==> src/rtl/hfc_pkg.sv <==
`timescale 1ns / 1ps
// hfc_pkg: shared types, constants and the crc-8 function for the
// humidity / temperature frame check and convert block; no dependencies

package hfc_pkg;

    localparam int RAW_W   = 16;
    localparam int CRC_W   = 8;
    localparam int SCALE_W = 15;
    localparam int TEMP_W  = 15;
    localparam int HUM_W   = 14;

    localparam logic [SCALE_W-1:0] TEMP_SCALE = 15'd17500;
    localparam logic [SCALE_W-1:0] HUM_SCALE  = 15'd10000;
    localparam logic [TEMP_W:0]    TEMP_OFFSET = 16'd4500;
    localparam logic [RAW_W:0]     DIV_CONST  = 17'd65535;

    localparam logic [CRC_W-1:0] CRC_POLY = 8'h31;
    localparam logic [CRC_W-1:0] CRC_INIT = 8'hFF;

    typedef enum logic [1:0] {
        ST_OK       = 2'd0,
        ST_BUS_ERR  = 2'd1,
        ST_TEMP_CRC = 2'd2,
        ST_HUM_CRC  = 2'd3
    } t_status;

    // msb-first crc-8 over both bytes of a word, high byte first
    function automatic logic [CRC_W-1:0] crc8_word(input logic [RAW_W-1:0] w);
        logic [CRC_W-1:0] crc;
        logic             fb;
        crc = CRC_INIT;
        for (int i = RAW_W - 1; i >= 0; i--) begin
            fb  = crc[CRC_W-1] ^ w[i];
            crc = {crc[CRC_W-2:0], 1'b0} ^ (fb ? CRC_POLY : '0);
        end
        return crc;
    endfunction

endpackage

==> src/rtl/hfc_lane.sv <==
`timescale 1ns / 1ps
// hfc_lane: one word lane, crc check and scaled conversion floor(scale*raw/65535)
// depends on hfc_pkg

module hfc_lane #(
    parameter logic [hfc_pkg::SCALE_W-1:0] SCALE = hfc_pkg::TEMP_SCALE,
    parameter int                          Q_W   = hfc_pkg::TEMP_W
) (
    input  logic                        i_clk,
    input  logic                        i_load,
    input  logic [hfc_pkg::RAW_W-1:0]   i_raw,
    input  logic [hfc_pkg::CRC_W-1:0]   i_crc,
    output logic                        o_crc_ok,
    output logic [Q_W-1:0]              o_value
);
    import hfc_pkg::*;

    localparam int PROD_W = RAW_W + SCALE_W;
    localparam int Q0_W   = PROD_W - RAW_W;

    logic [PROD_W-1:0] prod;
    logic [Q0_W-1:0]   q0;
    logic [RAW_W:0]    rem0;
    logic [Q0_W-1:0]   quot;
    logic              r_crc_ok;
    logic [Q_W-1:0]    r_value;

    // divide by 65535: estimate with a shift, one remainder correction
    always_comb begin
        prod = PROD_W'(i_raw) * PROD_W'(SCALE);
        q0   = prod[PROD_W-1:RAW_W];
        rem0 = {1'b0, prod[RAW_W-1:0]} + (RAW_W+1)'(q0);
        quot = (rem0 >= DIV_CONST) ? q0 + Q0_W'(1) : q0;
    end

    always_ff @(posedge i_clk) begin
        if (i_load) begin
            r_crc_ok <= (crc8_word(i_raw) == i_crc);
            r_value  <= quot[Q_W-1:0];
        end
    end

    assign o_crc_ok = r_crc_ok;
    assign o_value  = r_value;

endmodule

==> src/rtl/hfc_merge.sv <==
`timescale 1ns / 1ps
// hfc_merge: combines lane results into status, updates held values,
// owns pipeline valid bits and the output register; depends on hfc_pkg

module hfc_merge (
    input  logic                               i_clk,
    input  logic                               i_rst_n,
    input  logic                               i_valid,
    output logic                               o_ready,
    input  logic                               i_bus_error,
    input  logic                               i_temp_ok,
    input  logic [hfc_pkg::TEMP_W-1:0]         i_temp_q,
    input  logic                               i_hum_ok,
    input  logic [hfc_pkg::HUM_W-1:0]          i_hum_q,
    output logic                               o_valid,
    input  logic                               i_ready,
    output logic [1:0]                         o_status,
    output logic signed [hfc_pkg::TEMP_W-1:0]  o_temperature_centi,
    output logic [hfc_pkg::HUM_W-1:0]          o_humidity_centi
);
    import hfc_pkg::*;

    logic                     r_s1_valid;
    logic                     r_s1_bus_error;
    logic                     r_out_valid;
    t_status                  r_status;
    logic signed [TEMP_W-1:0] r_held_temp;
    logic [HUM_W-1:0]         r_held_hum;
    logic signed [TEMP_W-1:0] r_out_temp;
    logic [HUM_W-1:0]         r_out_hum;

    logic                     out_free;
    logic                     advance;
    t_status                  n_status;
    logic signed [TEMP_W-1:0] n_held_temp;
    logic [HUM_W-1:0]         n_held_hum;
    logic signed [TEMP_W:0]   temp_wide;

    assign out_free = !r_out_valid || i_ready;
    assign advance  = r_s1_valid && out_free;
    assign o_ready  = !r_s1_valid || out_free;

    always_comb begin
        temp_wide   = signed'({1'b0, i_temp_q}) - signed'(TEMP_OFFSET);
        n_status    = ST_OK;
        n_held_temp = r_held_temp;
        n_held_hum  = r_held_hum;
        if (r_s1_bus_error) begin
            n_status = ST_BUS_ERR;
        end else if (!i_temp_ok) begin
            n_status = ST_TEMP_CRC;
        end else begin
            n_held_temp = temp_wide[TEMP_W-1:0];
            if (!i_hum_ok) begin
                n_status = ST_HUM_CRC;
            end else begin
                n_held_hum = i_hum_q;
            end
        end
    end

    always_ff @(posedge i_clk) begin
        if (!i_rst_n) begin
            r_s1_valid  <= 1'b0;
            r_out_valid <= 1'b0;
            r_held_temp <= '0;
            r_held_hum  <= '0;
        end else begin
            if (o_ready) begin
                r_s1_valid <= i_valid;
            end
            if (advance) begin
                r_out_valid <= 1'b1;
                r_held_temp <= n_held_temp;
                r_held_hum  <= n_held_hum;
            end else if (i_ready) begin
                r_out_valid <= 1'b0;
            end
        end
    end

    always_ff @(posedge i_clk) begin
        if (i_valid && o_ready) begin
            r_s1_bus_error <= i_bus_error;
        end
        if (advance) begin
            r_status   <= n_status;
            r_out_temp <= n_held_temp;
            r_out_hum  <= n_held_hum;
        end
    end

    assign o_valid             = r_out_valid;
    assign o_status            = r_status;
    assign o_temperature_centi = r_out_temp;
    assign o_humidity_centi    = r_out_hum;

endmodule

==> src/rtl/humidity_temp_frame_check_convert.sv <==
`timescale 1ns / 1ps
// humidity_temp_frame_check_convert: top level, two word lanes and the merge stage
// depends on hfc_pkg, hfc_lane, hfc_merge
//
// input channel: i_valid / o_ready, one beat carries a six-byte sensor frame
//   (bus error flag, temperature word and crc, humidity word and crc)
// output channel: o_valid / i_ready, one beat per frame with status and
//   both held values (temperature in 0.01 degC, humidity in 0.01 %rh)
// the temperature and humidity lanes check crc-8 and scale their word in
//   parallel, then the merge stage picks the status and updates held values
// path: each frame is registered in the lane stage, then in the output register
// throughput: one frame per cycle while the output is taken, set by the single
//   lane stage and merge stage; a waiting output still lets the lane stage fill
// stall: when i_ready is low the output beat holds, the lane stage fills
//   and then o_ready drops until the output is taken
// reset: synchronous, active low, empties the pipeline and clears both
//   held values to zero

module humidity_temp_frame_check_convert #(
    parameter logic [hfc_pkg::SCALE_W-1:0] TEMP_SCALE = hfc_pkg::TEMP_SCALE,
    parameter logic [hfc_pkg::SCALE_W-1:0] HUM_SCALE  = hfc_pkg::HUM_SCALE
) (
    input  logic                               i_clk,
    input  logic                               i_rst_n,
    input  logic                               i_valid,
    output logic                               o_ready,
    input  logic                               i_bus_error,
    input  logic [hfc_pkg::RAW_W-1:0]          i_temp_raw,
    input  logic [hfc_pkg::CRC_W-1:0]          i_temp_crc,
    input  logic [hfc_pkg::RAW_W-1:0]          i_hum_raw,
    input  logic [hfc_pkg::CRC_W-1:0]          i_hum_crc,
    output logic                               o_valid,
    input  logic                               i_ready,
    output logic [1:0]                         o_status,
    output logic signed [hfc_pkg::TEMP_W-1:0]  o_temperature_centi,
    output logic [hfc_pkg::HUM_W-1:0]          o_humidity_centi
);
    import hfc_pkg::*;

    logic              load;
    logic              temp_ok;
    logic [TEMP_W-1:0] temp_q;
    logic              hum_ok;
    logic [HUM_W-1:0]  hum_q;

    assign load = i_valid && o_ready;

    hfc_lane #(
        .SCALE (TEMP_SCALE),
        .Q_W   (TEMP_W)
    ) u_temp_lane (
        .i_clk    (i_clk),
        .i_load   (load),
        .i_raw    (i_temp_raw),
        .i_crc    (i_temp_crc),
        .o_crc_ok (temp_ok),
        .o_value  (temp_q)
    );

    hfc_lane #(
        .SCALE (HUM_SCALE),
        .Q_W   (HUM_W)
    ) u_hum_lane (
        .i_clk    (i_clk),
        .i_load   (load),
        .i_raw    (i_hum_raw),
        .i_crc    (i_hum_crc),
        .o_crc_ok (hum_ok),
        .o_value  (hum_q)
    );

    hfc_merge u_merge (
        .i_clk               (i_clk),
        .i_rst_n             (i_rst_n),
        .i_valid             (i_valid),
        .o_ready             (o_ready),
        .i_bus_error         (i_bus_error),
        .i_temp_ok           (temp_ok),
        .i_temp_q            (temp_q),
        .i_hum_ok            (hum_ok),
        .i_hum_q             (hum_q),
        .o_valid             (o_valid),
        .i_ready             (i_ready),
        .o_status            (o_status),
        .o_temperature_centi (o_temperature_centi),
        .o_humidity_centi    (o_humidity_centi)
    );

endmodule
==> config.mk <==
export PLATFORM = sky130hd
export DESIGN_NAME = humidity_temp_frame_check_convert
export DESIGN_NICKNAME = d
export VERILOG_FILES = /design/src/rtl/hfc_pkg.sv /design/src/rtl/hfc_lane.sv /design/src/rtl/hfc_merge.sv /design/src/rtl/humidity_temp_frame_check_convert.sv
export SDC_FILE = /design/constraint.sdc
export NUM_CORES = 1
export LEC_CHECK = 0
export ABC_AREA = 1
export BUFFER_PORTS_ARGS = -buffer_cell sky130_fd_sc_hd__buf_2
export CORE_UTILIZATION = 30
export DETAILED_ROUTE_END_ITERATION = 10
export PLACE_DENSITY_LB_ADDON = 0.05
export SLEW_MARGIN = 5
export SYNTH_ARGS = -nofsm -noshare
export SYNTH_HDL_FRONTEND = slang
export SYNTH_SLANG_ARGS = --single-unit
==> constraint.sdc <==
create_clock -name i_clk -period 8.75 [get_ports i_clk]
set_input_delay 0.875 -clock i_clk [delete_from_list [all_inputs] [get_ports i_clk]]
set_output_delay 0.875 -clock i_clk [all_outputs]
set_load 0.1 [all_outputs]
* Word level (Yosys, flattened, before mapping)
Index checks and enable logic that the tools add are counted.
** Operators by class
- Add/sub/neg operators :: 5
- Multiply operators :: 2
- $lt $le $gt $ge :: 2
- Equal/unequal tests :: 2
- Mux-type cells :: 43
- Bitwise operators :: 62
- Reductions and logical operators :: 7
** Operator list (number)
- $xor A8 B8 Y8 :: 30
- $mux W6 :: 32
- $mux W14 :: 4
- $mux W15 :: 3
- $ge A17 B16 Y1 const B :: 2
- $xor A1 B1 Y1 :: 30
- $mul A16 B13 Y29 const B :: 1
- $mul A16 B10 Y26 const B :: 1
- $add A16 B14 Y17 :: 1
- $add A16 B15 Y17 :: 1
- $eq A8 B8 Y1 :: 2
- $add A15 B1 Y15 const B :: 1
- $sub A15 B13 Y15 const B :: 1
- $add A14 B1 Y14 const B :: 1
- $not A7 Y7 :: 2
- $mux W2 :: 2
- $logic_and A1 B1 Y1 :: 2
- $logic_not A1 Y1 :: 2
- $logic_or A1 B1 Y1 :: 2
- $mux W1 :: 2
- $reduce_bool A2 Y1 :: 1
** Storage, ports and cells
- Register bits after elaboration :: 94
- Input bits :: 53
- Word-level logic and storage cells :: 135

* Logic depth before layout (Yosys ltp)
- Word-level depth :: 48
- Depth in mapped cells :: 38

* Hierarchy
A second synthesis with hierarchy kept.
** Unflattened totals
- Cell total of the unflattened synthesis :: 1785
- Area, all modules :: 13538.0 µm²
** Modules (own cells, without submodules)
- hfc_lane (u_temp_lane) :: instances 1, cells an instance 722, area each 5505.3 µm², seq. area each 480.5 µm²
- hfc_lane (u_hum_lane) :: instances 1, cells an instance 737, area each 5154.9 µm², seq. area each 450.4 µm²
- hfc_merge :: instances 1, cells an instance 324, area each 2870.3 µm², seq. area each 1581.5 µm²
- humidity_temp_frame_check_convert :: instances 1, cells an instance 2, area each 7.5 µm², seq. area each 0.0 µm²

* Worst setup path before layout
No wires, ideal clock.
- Path type :: input -> register
- From :: input port i_hum_raw[5] in the netlist's numbering
- To :: register u_hum_lane.r_value[1] (netlist: u_hum_lane.o_value[1]), data pin
- Library setup time :: 0.269 ns
- Data arrival time :: 6.575 ns
- Data required time :: 8.481 ns
- Slack :: 1.906 ns
- Stages on the path :: 32
- Path buffers :: 1
- Path through :: inv_1 fa_1 inv_1 ha_1 fa_1 ha_1 inv_1 fa_1 inv_1 ha_1 a21o_1 nor2_1 nand2_1 a21oi_1 o21ai_2 xor2_1 ha_1 fa_1 nand2_1 inv_1 o21ai_1 nand2_1 nand2_1 nand2_1 a21oi_1 o21ai_0 xnor2_1 nor3_1 nand4_1 nand2_1 buf_2 o21ai_0
** Between the ends
- Cells in the longest elaborated chain, start to end :: 4
- Elaborated cells between the ends (all ways) :: 5
- Classes of those cells :: add/sub: 2; mul: 1; order compare: 1; mux: 1
** Ends and longest elaborated chain
- from (decl) :: RTL line humidity_temp_frame_check_convert.sv:30 : input logic [hfc_pkg::RAW_W-1:0] i_hum_raw,
- $mul A16 B10 Y26 (*) :: RTL line hfc_lane.sv:30 : prod = PROD_W'(i_raw) * PROD_W'(SCALE);
- $add A16 B14 Y17 :: RTL line hfc_lane.sv:32 : rem0 = {1'b0, prod[RAW_W-1:0]} + (RAW_W+1)'(q0);
- $ge A17 B16 Y1 :: RTL line hfc_lane.sv:33 : quot = (rem0 >= DIV_CONST) ? q0 + Q0_W'(1) : q0;
- $mux W14 (*) :: RTL line hfc_lane.sv:33
- net u_hum_lane.quot[1] :: RTL line hfc_lane.sv:24 : logic [Q0_W-1:0] quot;
- to (signal assigned) :: RTL line hfc_lane.sv:39 : r_value <= quot[Q_W-1:0];
- to (decl) :: RTL line hfc_lane.sv:26 : logic [Q_W-1:0] r_value;
Mark *: on every way through the listed nets, which the timed path passes. The rest lies on a longest branch.
A chain may end at the register's enable or synchronous reset.

* Worst setup path after layout
- From :: input port i_hum_raw[4] in the netlist's numbering
- To :: register u_hum_lane.r_value[2] (netlist: u_hum_lane.o_value[2]), data pin
Same word-level chain as after synthesis.

==> metrics.txt <==
non-filler cells in the finished layout=2278; GRT Util Overall=14.43%; Chip Height=207.4 um; CTS clk-pin slew, worst paths=0.08 ns; CTS tree=yes; post-synth top area cell=ha_1; Routed WL=30.46 mm; post-CTS setup buffer count=0; worst skew pair latency=0.35 ns; Startpoint Class=input port; largest net degree at the start of global routing=50; highest fanout seen on the critical path=21; Final Max Slew Viols=0; htree depth=3; Worst path slowest cell=nand2_1; met3 WL post-DR=approximately 760 um; Crit path required time=8.85 ns; worst r2r path cells=17; Hold Slack=~0.46 ns; Max-Cap Viols=0; register area share after synthesis=19.85%; 1st-iter DRT viols=369; Slowest Stage Delay on Critical Path=0.57 ns; DRT antenna net count=0; Synth-to-Final Area Change=10.86%; largest buffer count on any clock path=2; share of cells above drive strength 1=7.732%; fin util=34.06%; crit share post-route=87.56%; Sum Neg Setup Slack=0 ns; RSZ-0062 raised after global routing=false; FF-to-FF End=u_merge.o_temperature_centi[14]$_DFFE_PP_; core area=between 40000 and 50000 um2; worst min-delay path class=flip-flop to flip-flop; port buffer count=85; Avg Cell Area, Syn=7.657 um2; Tightest Pin Transition=0.9345 ns; Met2 Wirelength=12.89 mm; top cells by area, synth=ha_1 19%, edfxtp_1 15%, fa_1 13%; drt first pass iters=5; Crit path top cell by count=nand2_1; post-CTS resize count=0; io pins=86; Final Setup Violations=0; # nets final=2071; Max Freq=about 130 MHz; Cell variety after synth=46; Clock Skews=~0.010 ns; Syn Nets=just under 2000; drt wl/cell=between 10 and 15 um; first-pass GRT wire length=50.70 mm; #FFs+latches synth=between 90 and 100; grt ovf=0; via-per-instance ratio=about 4.5; Post-Syn Area=around 13000 um2; status=finished clean; Synth async-reset ratio=0%; Setup crit end=u_hum_lane.o_value[2]$_DFFE_PP_; Final Hold Vio Count=0; vias=10157; Synth Flop Type=edfxtp_1; number of flops mapped to enable cells by yosys=63; register area=~2500 um2; FP Rows=74; multi-input logic area=just under 9000 um2; clk sinks=94; Syn. warnings=0; crit end category=flip-flop; Worst setup startpoint=i_hum_raw[4]; fill count=4412; CP Data Arrival Time=7.76 ns; diodes inserted=0; Initial Util=30.72%; CTS root buffer=clkbuf_16; initial antenna violation count=1; Post-Synthesis Cells=1653; Die Width=around 210 um; top layer in use=met4; Yosys top cell area share=19.28%; Remaining DRCs=0; placed insts=2262; Routed met1 length=16.47 mm; Post-DP HPWL=26.36 mm; GP Congestion=0.8406; total CTS buffers=9; full die area=43020 um2; number of global-route vias before repair=9929; Rel. slew slack=between 30% and 40%; Final min period=7.661 ns; CTS Hold Bufs=0; critical path class=input port to flip-flop; reg2reg start=u_temp_lane.o_value[2]$_DFFE_PP_; worst reg2reg setup slack=6.44 ns
==> layer usage <==
| layer | GRT usage (%) | up-vias |
|---|---|---|
| met5 | 0 | - |
| met4 | 2.908 | 0 |
| met3 | 1.483 | 17 |
| met2 | 22.57 | 123 |
| met1 | 21.35 | 4628 |
| li1 | - | 5389 |
==> state kept, by name, indices dropped and copies added, names as in the netlist, 2 cells and up <==
signal                       count
u_merge.r_held_temp             15
u_merge.o_status                 2
u_temp_lane.o_value             15
u_merge.o_humidity_centi        14
u_merge.o_temperature_centi     15
u_merge.r_held_hum              14
u_hum_lane.o_value              14
==> how the worst min path moves through the flow <==
| stage | end | depth (start not counted) | slack, ns | from |
|---|---|---|---|---|
| 2_1_floorplan | u_merge.r_held_temp[0]$_SDFFE_PN0P_ | 2 | 0.43 | u_merge.r_held_temp[0]$_SDFFE_PN0P_ |
| 3_3_place_gp | u_merge.r_held_temp[0]$_SDFFE_PN0P_ | 2 | 0.44 | u_merge.r_held_temp[0]$_SDFFE_PN0P_ |
| 3_5_place_dp | u_merge.r_held_temp[1]$_SDFFE_PN0P_ | 2 | 0.45 | u_merge.r_held_temp[1]$_SDFFE_PN0P_ |
| 4_1_cts | u_merge.r_held_temp[1]$_SDFFE_PN0P_ | 2 | 0.46 | u_merge.r_held_temp[1]$_SDFFE_PN0P_ |
| 5_1_grt | u_merge.r_held_temp[1]$_SDFFE_PN0P_ | 2 | 0.48 | u_merge.r_held_temp[1]$_SDFFE_PN0P_ |
| 6_report | u_merge.r_held_temp[1]$_SDFFE_PN0P_ | 2 | 0.46 | u_merge.r_held_temp[1]$_SDFFE_PN0P_ |
==> through the flow <==
stage	cell area [um2]	setup slack, ns
2_1_floorplan	12660	1.906
3_3_place_gp	13740	0.8002
3_5_place_dp	13740	0.7546
4_1_cts	14030	1.110
5_1_grt	14030	0.3994
6_report	14030	1.089
==> kinds of logic after synthesis <==
group	synth area share [%]
AO/OA/AOI/OAI	9.035
XOR/XNOR	9.055
adder cells (fa/ha/maj)	32.25
buffers and inverters	11.74
flip-flops	19.85
AND/OR/NAND/NOR	18.07
==> worst max-delay path: cells and delay by family <==
kind	cells	cell delay, ns
buf+inv	8	0.53
fa+ha+maj	8	3.10
simple gates	14	2.00
compound gates	5	0.84
xor+xnor	2	0.41
==> layout make-up <==
type / instances / area share (%)
multi-input combinational: 1165 / 61.70
sequential: 94 / 17.90
inverter: 377 / 10.08
tap: 532 / 4.744
timing repair buffer: 94 / 3.513
clock buffer: 9 / 1.605
clock inverter: 7 / 0.4458
==> synth_stat cells (all sizes together) (2+ instances only) <==
cell type	count
nor4	2
nand4	14
o21ai	75
a21boi	3
a21oi	99
or2	5
inv	376
ha	195
a21o	5
a31o	3
xor2	72
nor2	117
a31oi	4
o21a	2
nand3	82
edfxtp	63
xnor2	52
nand3b	3
buf	4
o211ai	3
clkbuf	13
nor3	11
a211oi	3
fa	82
o21bai	8
dfxtp	31
nand2	316
and2	2
==> placed cells by master, fill, tap and decap left out, types with 2 or more instances in the layout <==
cell,Yosys,routed
xor2_2,6,6
clkbuf_16,0,9
o21a_1,2,2
ha_1,195,195
a21boi_0,2,2
nor2_1,116,116
a211oi_1,3,3
edfxtp_1,63,63
o21bai_1,8,8
o21ai_2,2,2
nand3b_1,3,3
xor2_1,66,66
fa_1,82,82
inv_1,371,371
nor3_1,11,11
a21o_1,5,5
a21oi_1,99,99
a31oi_1,4,4
or2_2,4,4
o21ai_1,12,12
o21ai_0,61,61
inv_2,5,5
dfxtp_1,31,31
xnor2_1,50,50
o211ai_1,3,3
nand2_1,314,314
nand2_2,2,2
inv_6,0,4
a31o_2,3,3
xnor2_2,2,2
and2_1,2,2
buf_2,3,85
nor4_1,2,2
nand3_1,82,82
nand4_1,14,14
buf_4,1,9
Power is left out: the tool's default activity adds up to more than one toggle a clock period on the data nets, which glitch-free logic cannot reach.
